--- src/rtl/core/mrre_pkg.sv ---
// Shared types, constants and the request plan struct for the Modbus request engine.
// Used by mrre_decode and modbus_register_request_engine; depends on nothing.

package mrre_pkg;

  // Register file size and node range
  localparam int REGISTER_COUNT = 64;
  localparam int NODE_COUNT     = 2;
  localparam int ADDR_W         = $clog2(REGISTER_COUNT);

  // Field widths
  localparam int COUNT_W     = 7;
  localparam int CFG_INDEX_W = 8;

  // Protocol constants
  localparam logic [9:0]  MIN_FRAME     = 10'd9;
  localparam logic [15:0] MAX_READ      = 16'd125;
  localparam logic [15:0] RESET_MAGIC   = 16'h0055;
  localparam logic [15:0] DATA_ZONE_END = 16'h0020;
  localparam logic [7:0]  EXC_FLAG      = 8'h80;
  localparam logic [7:0]  EXC_UNIT      = 8'hFF;
  localparam logic [15:0] HEADER_EXTRA  = 16'd6;

  // Function codes
  localparam logic [7:0] FC_READ_HOLDING = 8'd3;
  localparam logic [7:0] FC_WRITE_SINGLE = 8'd6;

  // Exception codes
  localparam logic [7:0] EXC_ILLEGAL_FUNCTION = 8'd1;
  localparam logic [7:0] EXC_ILLEGAL_ADDRESS  = 8'd2;

  // Configuration register indexes
  localparam logic [CFG_INDEX_W-1:0] CFG_RESET_CTRL   = 8'd0;
  localparam logic [CFG_INDEX_W-1:0] CFG_RELEASE_CTRL = 8'd1;

  typedef enum logic [1:0] {
    ST_RESPONSE   = 2'd0,
    ST_DROPPED    = 2'd1,
    ST_INCOMPLETE = 2'd2,
    ST_UPDATED    = 2'd3
  } status_t;

  typedef enum logic [1:0] {
    SE_NONE         = 2'd0,
    SE_BUS_RESET    = 2'd1,
    SE_NODE_RELEASE = 2'd2
  } side_t;

  typedef enum logic {
    PLAN_SINGLE = 1'b0,
    PLAN_READ   = 1'b1
  } plan_kind_t;

  typedef enum logic [2:0] {
    S_CLEAR = 3'd0,
    S_IDLE  = 3'd1,
    S_EXEC  = 3'd2,
    S_FETCH = 3'd3,
    S_WORD1 = 3'd4,
    S_EMIT  = 3'd5
  } state_t;

  // What one accepted word asks of the engine
  typedef struct packed {
    plan_kind_t          kind;
    status_t             status;
    logic [15:0]         tid;
    logic [7:0]          unit;
    logic [7:0]          func;
    logic [7:0]          info;
    logic [15:0]         first_word;
    logic [15:0]         second_word;
    logic [1:0]          words_valid;
    side_t               side;
    logic [4:0]          node;
    logic                err_inc;
    logic                wr_en;
    logic [ADDR_W-1:0]   wr_addr;
    logic [15:0]         wr_data;
    logic [ADDR_W-1:0]   rd_start;
    logic [COUNT_W-1:0]  rd_count;
  } plan_t;

endpackage

--- src/rtl/core/modbus_register_request_engine.sv ---
// Modbus TCP holding-register request engine, top level.
// Depends on mrre_pkg, mrre_ram and mrre_decode.
//
// Usage:
//   Input channel (in_valid/in_ready) takes one decoded request or local update
//   word. Output channel (out_valid/out_ready) delivers result words; last marks
//   the final word of a request. The config channel (cfg_valid/cfg_ready, always
//   ready) writes the reset and release control addresses by index.
// Sequencing:
//   A single-result request is accepted in S_IDLE; in S_EXEC its result is
//   loaded into the output register once the output is free, and the engine
//   goes back to S_IDLE for the next word. A register read streams result words
//   of up to two registers each through S_FETCH, S_WORD1 and S_EMIT (two reads
//   on the single read port of the register RAM plus the output load), holding
//   in S_EMIT while the output is not free. One request is worked on at a time.
// Reset:
//   rst clears control state and the error counter, restores the control
//   addresses, then sweeps the register RAM to zero, one entry per cycle,
//   during which in_ready stays low. Config writes are taken throughout.
// Stalls:
//   The result sits in an output register; while it is untaken and out_ready
//   is low the engine holds, and the next input word can already be taken once
//   the current request has loaded its last result.

module modbus_register_request_engine (
  input  logic                             clk,
  input  logic                             rst,
  // Request channel
  input  logic                             in_valid,
  output logic                             in_ready,
  input  logic                             action,
  input  logic [9:0]                       frame_length,
  input  logic [15:0]                      protocol_id,
  input  logic [15:0]                      header_length,
  input  logic [15:0]                      transaction_id,
  input  logic [7:0]                       unit_id,
  input  logic [7:0]                       function_code,
  input  logic [15:0]                      address,
  input  logic [15:0]                      data_word,
  // Result channel
  output logic                             out_valid,
  input  logic                             out_ready,
  output logic [1:0]                       status,
  output logic [15:0]                      transaction_out,
  output logic [7:0]                       unit_out,
  output logic [7:0]                       function_out,
  output logic [7:0]                       info_byte,
  output logic [15:0]                      first_word,
  output logic [15:0]                      second_word,
  output logic [1:0]                       words_valid,
  output logic [1:0]                       side_effect,
  output logic [4:0]                       released_node,
  output logic [15:0]                      error_total,
  output logic                             last,
  // Config channel
  input  logic                             cfg_valid,
  output logic                             cfg_ready,
  input  logic [mrre_pkg::CFG_INDEX_W-1:0] cfg_index,
  input  logic [15:0]                      cfg_data
);

  localparam logic [mrre_pkg::ADDR_W-1:0] LAST_ENTRY =
    mrre_pkg::ADDR_W'(mrre_pkg::REGISTER_COUNT - 1);

  mrre_pkg::state_t state, state_next;
  mrre_pkg::plan_t  dec_plan;
  mrre_pkg::plan_t  plan;

  logic [15:0]                   reset_ctrl_addr;
  logic [15:0]                   release_ctrl_addr;
  logic [15:0]                   error_count;
  logic [15:0]                   error_count_next;
  logic [mrre_pkg::ADDR_W-1:0]   ptr;
  logic [mrre_pkg::COUNT_W-1:0]  remaining;
  logic [15:0]                   w1;
  logic                          two_left;
  logic                          out_free;
  logic                          out_load;
  logic                          in_accept;

  logic                          ram_wr_en;
  logic [mrre_pkg::ADDR_W-1:0]   ram_wr_addr;
  logic [15:0]                   ram_wr_data;
  logic                          ram_rd_en;
  logic [mrre_pkg::ADDR_W-1:0]   ram_rd_addr;
  logic [15:0]                   ram_rd_data;

  mrre_pkg::status_t             out_status;
  mrre_pkg::side_t               out_side;

  // Classify the word on the input ports
  mrre_decode u_decode (
    .action            (action),
    .frame_length      (frame_length),
    .protocol_id       (protocol_id),
    .header_length     (header_length),
    .transaction_id    (transaction_id),
    .unit_id           (unit_id),
    .function_code     (function_code),
    .address           (address),
    .data_word         (data_word),
    .reset_ctrl_addr   (reset_ctrl_addr),
    .release_ctrl_addr (release_ctrl_addr),
    .plan              (dec_plan)
  );

  // Holding register file
  mrre_ram #(
    .WIDTH (16),
    .DEPTH (mrre_pkg::REGISTER_COUNT)
  ) u_regfile (
    .clk     (clk),
    .wr_en   (ram_wr_en),
    .wr_addr (ram_wr_addr),
    .wr_data (ram_wr_data),
    .rd_en   (ram_rd_en),
    .rd_addr (ram_rd_addr),
    .rd_data (ram_rd_data)
  );

  assign cfg_ready = 1'b1;
  assign in_accept = in_valid && in_ready;
  assign out_free  = !out_valid || out_ready;
  assign two_left  = remaining > mrre_pkg::COUNT_W'(1);

  // Count errors only on the load of a single-result word that asks for it
  assign error_count_next = error_count +
    16'(out_load && (state == mrre_pkg::S_EXEC) && plan.err_inc);

  // Control addresses
  always_ff @(posedge clk) begin
    if (rst) begin
      reset_ctrl_addr   <= 16'h0020;
      release_ctrl_addr <= 16'h0021;
    end else if (cfg_valid && cfg_ready) begin
      unique case (cfg_index)
        mrre_pkg::CFG_RESET_CTRL:   reset_ctrl_addr   <= cfg_data;
        mrre_pkg::CFG_RELEASE_CTRL: release_ctrl_addr <= cfg_data;
        default: ;
      endcase
    end
  end

  // State register
  always_ff @(posedge clk) begin
    if (rst) begin
      state <= mrre_pkg::S_CLEAR;
    end else begin
      state <= state_next;
    end
  end

  // Next state, RAM access and handshake control
  always_comb begin
    state_next  = state;
    in_ready    = 1'b0;
    out_load    = 1'b0;
    ram_wr_en   = 1'b0;
    ram_wr_addr = ptr;
    ram_wr_data = 16'd0;
    ram_rd_en   = 1'b0;
    ram_rd_addr = ptr;
    unique case (state)
      mrre_pkg::S_CLEAR: begin
        ram_wr_en = 1'b1;
        if (ptr == LAST_ENTRY) begin
          state_next = mrre_pkg::S_IDLE;
        end
      end
      mrre_pkg::S_IDLE: begin
        in_ready = 1'b1;
        if (in_valid) begin
          state_next = mrre_pkg::S_EXEC;
        end
      end
      mrre_pkg::S_EXEC: begin
        if (plan.kind == mrre_pkg::PLAN_READ) begin
          state_next = mrre_pkg::S_FETCH;
        end else if (out_free) begin
          out_load    = 1'b1;
          ram_wr_en   = plan.wr_en;
          ram_wr_addr = plan.wr_addr;
          ram_wr_data = plan.wr_data;
          state_next  = mrre_pkg::S_IDLE;
        end
      end
      mrre_pkg::S_FETCH: begin
        ram_rd_en  = 1'b1;
        state_next = mrre_pkg::S_WORD1;
      end
      mrre_pkg::S_WORD1: begin
        ram_rd_en   = two_left;
        ram_rd_addr = ptr + mrre_pkg::ADDR_W'(1);
        state_next  = mrre_pkg::S_EMIT;
      end
      mrre_pkg::S_EMIT: begin
        if (out_free) begin
          out_load   = 1'b1;
          state_next = (remaining <= mrre_pkg::COUNT_W'(2)) ? mrre_pkg::S_IDLE :
                                                             mrre_pkg::S_FETCH;
        end
      end
      default: state_next = mrre_pkg::S_IDLE;
    endcase
  end

  // Clear pointer and read walk
  always_ff @(posedge clk) begin
    if (rst) begin
      ptr <= '0;
    end else if (state == mrre_pkg::S_CLEAR) begin
      ptr <= ptr + mrre_pkg::ADDR_W'(1);
    end else if ((state == mrre_pkg::S_EXEC) && (plan.kind == mrre_pkg::PLAN_READ)) begin
      ptr <= plan.rd_start;
    end else if ((state == mrre_pkg::S_EMIT) && out_load) begin
      ptr <= ptr + mrre_pkg::ADDR_W'(2);
    end
  end

  // Hold the plan, the word count and the first word of a pair
  always_ff @(posedge clk) begin
    if (in_accept) begin
      plan <= dec_plan;
    end
    if (state == mrre_pkg::S_EXEC) begin
      remaining <= plan.rd_count;
    end else if ((state == mrre_pkg::S_EMIT) && out_load) begin
      remaining <= remaining - mrre_pkg::COUNT_W'(2);
    end
    if (state == mrre_pkg::S_WORD1) begin
      w1 <= ram_rd_data;
    end
  end

  // Error counter
  always_ff @(posedge clk) begin
    if (rst) begin
      error_count <= 16'd0;
    end else begin
      error_count <= error_count_next;
    end
  end

  // Output valid
  always_ff @(posedge clk) begin
    if (rst) begin
      out_valid <= 1'b0;
    end else if (out_load) begin
      out_valid <= 1'b1;
    end else if (out_ready) begin
      out_valid <= 1'b0;
    end
  end

  // Output word register
  always_ff @(posedge clk) begin
    if (out_load) begin
      transaction_out <= plan.tid;
      unit_out        <= plan.unit;
      function_out    <= plan.func;
      info_byte       <= plan.info;
      error_total     <= error_count_next;
      if (state == mrre_pkg::S_EXEC) begin
        out_status    <= plan.status;
        first_word    <= plan.first_word;
        second_word   <= plan.second_word;
        words_valid   <= plan.words_valid;
        out_side      <= plan.side;
        released_node <= plan.node;
        last          <= 1'b1;
      end else begin
        out_status    <= mrre_pkg::ST_RESPONSE;
        first_word    <= w1;
        second_word   <= two_left ? ram_rd_data : 16'd0;
        words_valid   <= two_left ? 2'd2 : 2'd1;
        out_side      <= mrre_pkg::SE_NONE;
        released_node <= 5'd0;
        last          <= remaining <= mrre_pkg::COUNT_W'(2);
      end
    end
  end

  assign status      = out_status;
  assign side_effect = out_side;

  // One request at a time: the cycle after an accept takes nothing new
  a_one_at_a_time: assert property (@(posedge clk) disable iff (rst)
    in_accept |=> !in_ready)
    else $error("input taken while a request is in progress");

  // Never overwrite a result that has not been taken
  a_no_overwrite: assert property (@(posedge clk) disable iff (rst)
    out_load |-> out_free)
    else $error("result register loaded while holding an untaken word");

  // The register RAM is never read and written in the same cycle
  a_ram_exclusive: assert property (@(posedge clk) disable iff (rst)
    ram_wr_en |-> !ram_rd_en)
    else $error("register RAM read and written in one cycle");

  // A read burst only emits while registers remain
  a_emit_count: assert property (@(posedge clk) disable iff (rst)
    (state == mrre_pkg::S_EMIT) |-> (remaining != '0))
    else $error("read burst emitting with no registers left");

endmodule

--- src/rtl/core/mrre_ram.sv ---
// Generic single-write, single-read synchronous RAM with registered read data.
// No dependencies.

module mrre_ram #(
  parameter int WIDTH = 16,
  parameter int DEPTH = 64,
  localparam int AW = (DEPTH > 1) ? $clog2(DEPTH) : 1
) (
  input  logic             clk,
  input  logic             wr_en,
  input  logic [AW-1:0]    wr_addr,
  input  logic [WIDTH-1:0] wr_data,
  input  logic             rd_en,
  input  logic [AW-1:0]    rd_addr,
  output logic [WIDTH-1:0] rd_data
);

  logic [WIDTH-1:0] mem [DEPTH];

  // Write and registered read
  always_ff @(posedge clk) begin
    if (wr_en) begin
      mem[wr_addr] <= wr_data;
    end
    if (rd_en) begin
      rd_data <= mem[rd_addr];
    end
  end

endmodule

--- src/rtl/core/mrre_decode.sv ---
// Request classifier: turns one input word and the control addresses into a plan.
// Depends on mrre_pkg.

module mrre_decode (
  input  logic                  action,
  input  logic [9:0]            frame_length,
  input  logic [15:0]           protocol_id,
  input  logic [15:0]           header_length,
  input  logic [15:0]           transaction_id,
  input  logic [7:0]            unit_id,
  input  logic [7:0]            function_code,
  input  logic [15:0]           address,
  input  logic [15:0]           data_word,
  input  logic [15:0]           reset_ctrl_addr,
  input  logic [15:0]           release_ctrl_addr,
  output mrre_pkg::plan_t       plan
);

  logic        addr_in_file;
  logic        short_frame;
  logic        incomplete;
  logic        read_bad;
  logic [16:0] read_end;
  logic [16:0] frame_need;
  logic        is_reset_ctrl;
  logic        is_release_ctrl;

  // Range checks, all without wrap
  always_comb begin
    addr_in_file    = address < 16'(mrre_pkg::REGISTER_COUNT);
    short_frame     = frame_length < mrre_pkg::MIN_FRAME;
    frame_need      = {1'b0, header_length} + {1'b0, mrre_pkg::HEADER_EXTRA};
    incomplete      = frame_need > {7'd0, frame_length};
    read_end        = {1'b0, address} + {1'b0, data_word};
    read_bad        = (data_word == 16'd0) || (data_word > mrre_pkg::MAX_READ) ||
                      (read_end > 17'(mrre_pkg::REGISTER_COUNT));
    is_reset_ctrl   = (address == reset_ctrl_addr) && (data_word == mrre_pkg::RESET_MAGIC);
    is_release_ctrl = (address == release_ctrl_addr) && (data_word != 16'd0) &&
                      (data_word <= 16'(mrre_pkg::NODE_COUNT));
  end

  // Build the plan in priority order
  always_comb begin
    plan          = '0;
    plan.kind     = mrre_pkg::PLAN_SINGLE;
    plan.status   = mrre_pkg::ST_RESPONSE;
    plan.side     = mrre_pkg::SE_NONE;
    plan.wr_addr  = address[mrre_pkg::ADDR_W-1:0];
    plan.wr_data  = data_word;
    plan.rd_start = address[mrre_pkg::ADDR_W-1:0];
    plan.rd_count = data_word[mrre_pkg::COUNT_W-1:0];
    if (action) begin
      plan.status = mrre_pkg::ST_UPDATED;
      plan.wr_en  = addr_in_file;
    end else if (short_frame || (protocol_id != 16'd0)) begin
      plan.status  = mrre_pkg::ST_DROPPED;
      plan.err_inc = 1'b1;
    end else if (incomplete) begin
      plan.status = mrre_pkg::ST_INCOMPLETE;
    end else if (function_code == mrre_pkg::FC_READ_HOLDING) begin
      plan.tid = transaction_id;
      if (read_bad) begin
        plan.unit = mrre_pkg::EXC_UNIT;
        plan.func = mrre_pkg::FC_READ_HOLDING | mrre_pkg::EXC_FLAG;
        plan.info = mrre_pkg::EXC_ILLEGAL_ADDRESS;
      end else begin
        plan.kind = mrre_pkg::PLAN_READ;
        plan.unit = unit_id;
        plan.func = mrre_pkg::FC_READ_HOLDING;
        plan.info = {data_word[mrre_pkg::COUNT_W-1:0], 1'b0};
      end
    end else if (function_code == mrre_pkg::FC_WRITE_SINGLE) begin
      plan.tid = transaction_id;
      if (!addr_in_file) begin
        plan.unit = mrre_pkg::EXC_UNIT;
        plan.func = mrre_pkg::FC_WRITE_SINGLE | mrre_pkg::EXC_FLAG;
        plan.info = mrre_pkg::EXC_ILLEGAL_ADDRESS;
      end else begin
        plan.unit        = unit_id;
        plan.func        = mrre_pkg::FC_WRITE_SINGLE;
        plan.first_word  = address;
        plan.second_word = data_word;
        plan.words_valid = 2'd2;
        if (is_reset_ctrl) begin
          plan.side = mrre_pkg::SE_BUS_RESET;
        end else if (is_release_ctrl) begin
          plan.side = mrre_pkg::SE_NODE_RELEASE;
          plan.node = data_word[4:0];
        end else begin
          plan.wr_en = address >= mrre_pkg::DATA_ZONE_END;
        end
      end
    end else begin
      plan.tid     = transaction_id;
      plan.unit    = mrre_pkg::EXC_UNIT;
      plan.func    = function_code | mrre_pkg::EXC_FLAG;
      plan.info    = mrre_pkg::EXC_ILLEGAL_FUNCTION;
      plan.err_inc = 1'b1;
    end
  end

endmodule
--- config.mk ---
export PLATFORM = sky130hd
export DESIGN_NAME = modbus_register_request_engine
export DESIGN_NICKNAME = d
export VERILOG_FILES = /design/src/rtl/core/mrre_pkg.sv /design/src/rtl/core/modbus_register_request_engine.sv /design/src/rtl/core/mrre_ram.sv /design/src/rtl/core/mrre_decode.sv
export SDC_FILE = /design/constraint.sdc
export NUM_CORES = 2
export LEC_CHECK = 0
export ABC_AREA = 1
export BUFFER_PORTS_ARGS = -buffer_cell sky130_fd_sc_hd__buf_4
export CAP_MARGIN = 20
export CELL_PAD_IN_SITES_DETAIL_PLACEMENT = 1
export CELL_PAD_IN_SITES_GLOBAL_PLACEMENT = 2
export CORE_ASPECT_RATIO = 0.6
export CORE_MARGIN = 2
export CORE_UTILIZATION = 42
export CTS_BUF_LIST = sky130_fd_sc_hd__clkbuf_16
export CTS_CLUSTER_DIAMETER = 30
export DETAILED_ROUTE_END_ITERATION = 7
export GPL_TIMING_DRIVEN = 0
export HOLD_SLACK_MARGIN = 0.05
export PLACE_DENSITY_LB_ADDON = 0.15
export REMOVE_ABC_BUFFERS = 1
export SYNTH_ARGS = -nofsm -noshare
export SYNTH_HDL_FRONTEND = slang
export SYNTH_SLANG_ARGS = --single-unit
--- constraint.sdc ---
create_clock -name clk -period 7.8 [get_ports clk]
set_input_delay 1.56 -clock clk [delete_from_list [all_inputs] [get_ports clk]]
set_output_delay 1.56 -clock clk [all_outputs]
set_load 0.02 [all_outputs]
* Word-level counts from Yosys, hierarchy flattened
Memory sizes are Yosys's and may differ from the RTL's. A register that Yosys moved wholly into a read port is not among the register bits. Cells that the tools add are included.
Word-level totals: register bits 296, memory bits (writable) 1024, bits of input ports 136, output and inout bits 103, word-level logic and storage cells 163, memories kept 1
Operators by class: add/subtract/negate cells 6, order comparisons 9, eq/ne operators 16, multiplexer cells 58, bitwise operators 4, reductions and logical operators 31
Memory list:
- u_regfile.mem | depth 64, width 16, read ports 1, clocked after Yosys merged registers in 1, write ports 1, line mrre_ram.sv:18 | logic [WIDTH-1:0] mem [DEPTH];
Operators by type and width (count):
- $mux 16 | 7
- $mux 24 | 3
- $mux 6 | 7
- $mux 41 | 1
- $eq 16x16->1 | 2
- $reduce_bool 16->1 | 2
- $mux 7 | 3
- $mux 1 | 18
- $mux 2 | 9
- $pmux 3 s6 | 1
- $add 16x16->17 | 1
- $add 16x3->17 const B | 1
- $gt 17x10->1 | 1
- $gt 17x7->1 const B | 1
- $add 16x1->16 | 1
- $eq 16x7->1 const B | 1
- $ge 16x6->1 const B | 1
- $gt 16x7->1 const B | 1
- $le 16x2->1 const B | 1
- $logic_not 16->1 | 1
- $lt 16x7->1 const B | 1
- $mux 3 | 5
- $lt 10x4->1 const B | 1
- $eq 8x1->1 const B | 1
- other kinds (32) | 53

* Longest topological paths before layout
depth in word-level cells 11, depth in mapped cells 20, depth with buffers taken out 19

* Hierarchy
From an unflattened synthesis, not the netlist that was laid out.
Second synthesis, totals: cells, all modules 5142, area, all modules 57061.0 um2
Modules (own cells, without submodules):
- mrre_ram | instances 1, cells each 3517, area each 42259.3 um2, sequential area each 31230.0 um2
- modbus_register_request_engine | instances 1, cells each 903, area each 11135.7 um2, sequential area each 8488.1 um2
- mrre_decode | instances 1, cells each 722, area each 3666.0 um2, sequential area each 0.0 um2

* Worst setup path after synthesis
OpenSTA, ideal clock, no wires.
path type input to register, start point input port in_valid, end point register plan[100] (netlist bit), enable pin, library setup time 0.574 ns, data arrival time 6.013 ns, data required time 7.226 ns, path slack 1.213 ns, stages on the path 2, buffers on the path 0, cell sequence inv_1 nor2_1
On the way: cells in the longest elaborated chain, start to end 1
RTL lines:
- start: declaration | line modbus_register_request_engine.sv:29 | input logic in_valid,
- $logic_and 1x1->1 | line modbus_register_request_engine.sv:122 | assign in_accept = in_valid && in_ready;
- via in_accept | line modbus_register_request_engine.sv:79 | logic in_accept;
- end signal: assignment | line modbus_register_request_engine.sv:223 | plan <= dec_plan;
- end: declaration | line modbus_register_request_engine.sv:67 | mrre_pkg::plan_t plan;
The timed path passes the listed nets, and every way through them passes these cells. A chain may end at the register's enable or synchronous reset.

* Worst setup path after layout
start point register state[2], end point register u_regfile.rd_data[1], read port of u_regfile.mem (data pin)
On the way: cells in the longest elaborated chain, start to end 2, elaborated cells on any way between the ends 4, those cells by class eq/ne (2); mux (2)
RTL lines:
- start: declaration | line modbus_register_request_engine.sv:65 | mrre_pkg::state_t state, state_next;
- start signal: assignment | line modbus_register_request_engine.sv:147 | state <= mrre_pkg::S_CLEAR;
- start signal: assignment | line modbus_register_request_engine.sv:149 | state <= state_next;
- $eq 3x3->1 or $eq 3x2->1 (tied branches) | line modbus_register_request_engine.sv:163 | unique case (state)
- $pmux 1 s2 or $mux 6 (tied branches) | line modbus_register_request_engine.sv:163
- end: declaration | line mrre_ram.sv:15 | output logic [WIDTH-1:0] rd_data
Parallel ways exist; a longest one is shown, timed or not.

==> results.tsv <==
stage	metric	value	unit
clocking	CTS tree	built	
final_layout	Final Core Density	0.519	
synth	asr flop ratio synth	0	
worst_setup_path	Critical Path Fanout Max	158	
power_and_ir_drop	worst-case vdd ir drop	0.257	mV
final_layout	Layout Nets	5483	
clocking	Clock Sink Count	1328	
final_layout	fin area	69400	µm²
global_routing	GRT Util Overall	0.248	
floorplan	core area	134000	µm²
power_and_ir_drop	Pwr Density	353	nW/µm²
floorplan	Die Footprint	137000	µm²
timing	Final min period	5.80	ns
placed_design	port bufs	237	
clocking	Max Buffers Root-to-Sink	3	
timing	# setup viols final	0	
drt	Met3 Wirelength	10500	µm
floorplan	chip height	288	µm
drt	Post-Route WL	172000	µm
global_routing	largest net degree at the start of global routing	159	
clocking	H-tree Lvls	4	
hold_path	Hold Crit Class	reg -> reg	
final_layout	antenna diode count	0	
worst_setup_path	CP Cell Sequence	nand3_4 -> inv_2 -> nand2_8 -> nand2_8 -> buf_16 -> buf_16 -> buf_16 -> buf_16 -> nand2_1 -> o211ai_1 -> nand3_1 -> nand3_1 -> nand3_1 -> nand3_1 -> nand2_1	
timing	Clock Skew	0.0235	ns
final_layout	layout cell share with drive strength beyond 1	0.154	
floorplan	Row Count	104	
worst_setup_path	slowest stage cell on the critical path	inv_2	
placed_design	dpl ws	2.01	ns
synth	register area share after synthesis	0.696	
synth	Mapped Avg Cell Area	11.3	µm²
drt	initial DRC count	3388	
worst_setup_path	crit end category	register	
global_routing	vias in the first global route	40000	
clocking	Num CTS Buffers	202	
timing	Tightest Pin Transition	1.06	ns
synth	distinct cell type count after synthesis	48	
synth	Synth Warn #	0	
synth	cell count after synthesis	4988	
timing	Max Freq	173	MHz
timing	Final Hold Viols	0	
drt	highest metal layer with signal wires	met4	
placed_design	dpl hpwl	110000	µm
final_layout	fillers	13900	
run_status	status	finished, final reports clean	
drt	Metal-1 WL	82600	µm
timing	relative slew slack	0.293	
synth	Synth Cell Area	56500	µm²
floorplan	DIE WIDTH	477	µm
worst_setup_path	WP data arrival	6.31	ns
synth	number of synthesized flops with an enable pin	1270	
global_routing	initial antenna violation count	5	
drt	antenna-violating nets left	0	
final_layout	multi-input combinational cell area	14200	µm²
floorplan	I/O pin total	239	
global_routing	first-pass GRT wire length	256000	µm
timing	Setup WS post-layout	2.00	ns
drt	average via count per standard cell	5.37	
final_layout	most frequent cells in the layout	1270 x edfxtp_1, 1020 x nand2_1, 710 x nand3_1, 612 x inv_1, 278 x o211ai_1	
flow_run	max cap viols	0	
drt	first-pass detailed-route iteration total	5	
worst_setup_path	CP Class	reg -> reg	
timing	final cycle utilization of the critical path	0.743	
power_and_ir_drop	leakage power	0.0272	µW
worst_setup_path	Worst Path Required	8.31	ns
clocking	Clock Tree Root	clkbuf_16	
clocking	post-CTS sizing	0	
worst_setup_path	slowest stage delay, CP	0.55	ns
timing	fin. max-slew vios	0	
final_layout	Area growth, synth to finish	22.8	%
placed_design	global placement routability congestion	0.860	
drt	DRC violations left	0	
drt	DR vias	39200	
timing	RSZ-0062 raised after global routing	no	
global_routing	grt total ovfl	0	
drt	drt wl/cell	23.5	µm
clocking	Clock transition at path regs	0.06	ns
power_and_ir_drop	Total Power	24500	µW
synth	Yosys reg bits	1328	
final_layout	register area	39300	µm²
clocking	Worst-Skew Late Latency	0.81	ns
drt	routed wl met2	75300	µm
final_layout	commonest non-fill, non-tap cell in the layout	edfxtp_1	
clocking	postcts setup bufs	0	
placed_design	DP Area	62200	µm²
clocking	# hold bufs at CTS	0	
synth	predominant post-synthesis flop cell	edfxtp_1	
worst_setup_path	Startpoint Class	register	
floorplan	initial core utilization	0.422	
## worst max-delay path, delay by kind of cell, from the launching register on
kind | cells | cell delay (ns)
AO/OA/AOI/OAI | 1 | 0.11
buffers and inverters | 5 | 2.27
flip-flops | 1 | 0.49
AND/OR/NAND/NOR | 9 | 1.98
## area by class of cell
| type | count | area share |
|---|---|---|
| inverters | 609 | 0.0332 |
| clock buffers | 206 | 0.0743 |
| flip-flops and latches | 1328 | 0.567 |
| multi-input cells | 2797 | 0.204 |
| well taps | 1802 | 0.0325 |
| repair buffers | 374 | 0.0607 |
| clock inverters | 174 | 0.0287 |
## worst paths after layout
check	slack, ns	endpoint	startpoint	depth (start not counted)
worst max register to register	2.00	u_regfile.rd_data[1]	state[2]	15
worst max-delay path	2.00	u_regfile.rd_data[1]	state[2]	15
worst min register to register	0.42	function_out[3]	plan[89]	0
worst min-delay path	0.42	function_out[3]	plan[89]	0
## cells by family after synthesis
kind of cell	count (synthesis)	share of synthesized area
AND/OR/NAND/NOR	2148	0.166
flip-flops	1328	0.696
buffers and inverters	875	0.0612
AO/OA/AOI/OAI	570	0.0646
adder cells (fa/ha/maj)	35	0.00789
XOR/XNOR	30	0.00465
other	2	0.000133
## synth_stat cells, types with 9 or more instances
master / count / share of area
dfxtp_1: 58 / 0.021
ha_1: 34 / 0.0075
clkbuf_1: 113 / 0.0075
nor4_1: 18 / 0.0020
o211ai_1: 278 / 0.037
xnor2_1: 11 / 0.0017
a21oi_1: 109 / 0.0097
inv_1: 597 / 0.040
buf_1: 33 / 0.0022
o21ai_0: 140 / 0.012
nand4_1: 21 / 0.0023
nand2_1: 1021 / 0.068
nand3_1: 710 / 0.063
nor3_1: 19 / 0.0017
xor2_1: 19 / 0.0029
buf_2: 114 / 0.010
nor2_1: 291 / 0.019
o22ai_1: 9 / 0.0010
nand3b_1: 37 / 0.0049
inv_2: 9 / 0.00060
edfxtp_1: 1270 / 0.68
## per-layer routing
| layer | vias to the layer above | track usage |
|---|---|---|
| met3 | 226 | 0.0397 |
| met2 | 1064 | 0.370 |
| li1 | 18100 | - |
| met4 | 0 | 0.0654 |
| met5 | - | 0 |
| met1 | 19800 | 0.376 |
## power by group
group | leakage (µW) | switching [µW] | total, µW | internal, µW
logic | 0.0114 | 4530 | 6340 | 1810
clock network | 0.00349 | 3540 | 9460 | 5930
registers | 0.0123 | 129 | 8680 | 8550
total | 0.0272 | 8200 | 24500 | 16300
## per-stage QoR
stage / hold WS (ns) / instances / setup TNS [ns]
floorplan: 0.400 / 4734 / -75.03
global placement: 0.400 / 6773 / -748.43
detailed placement: 0.406 / 6910 / 0
CTS: 0.414 / 7290 / 0
global route: 0.422 / 7290 / 0
finish: 0.418 / 7290 / 0
## state kept, by name (all words and copies together), names as in the netlist, 3 cells and up
| name | flops |
|---|---|
| u_regfile.mem | 1024 |
| plan | 107 |
| error_count | 16 |
| error_total | 16 |
| first_word | 16 |
| release_ctrl_addr | 16 |
| reset_ctrl_addr | 16 |
| second_word | 16 |
| transaction_out | 16 |
| u_regfile.rd_data | 16 |
| w1 | 16 |
| function_out | 8 |
| info_byte | 8 |
| unit_out | 8 |
| remaining | 7 |
| ptr | 6 |
| released_node | 5 |
| state | 3 |
(Power assumes the default switching activity.)
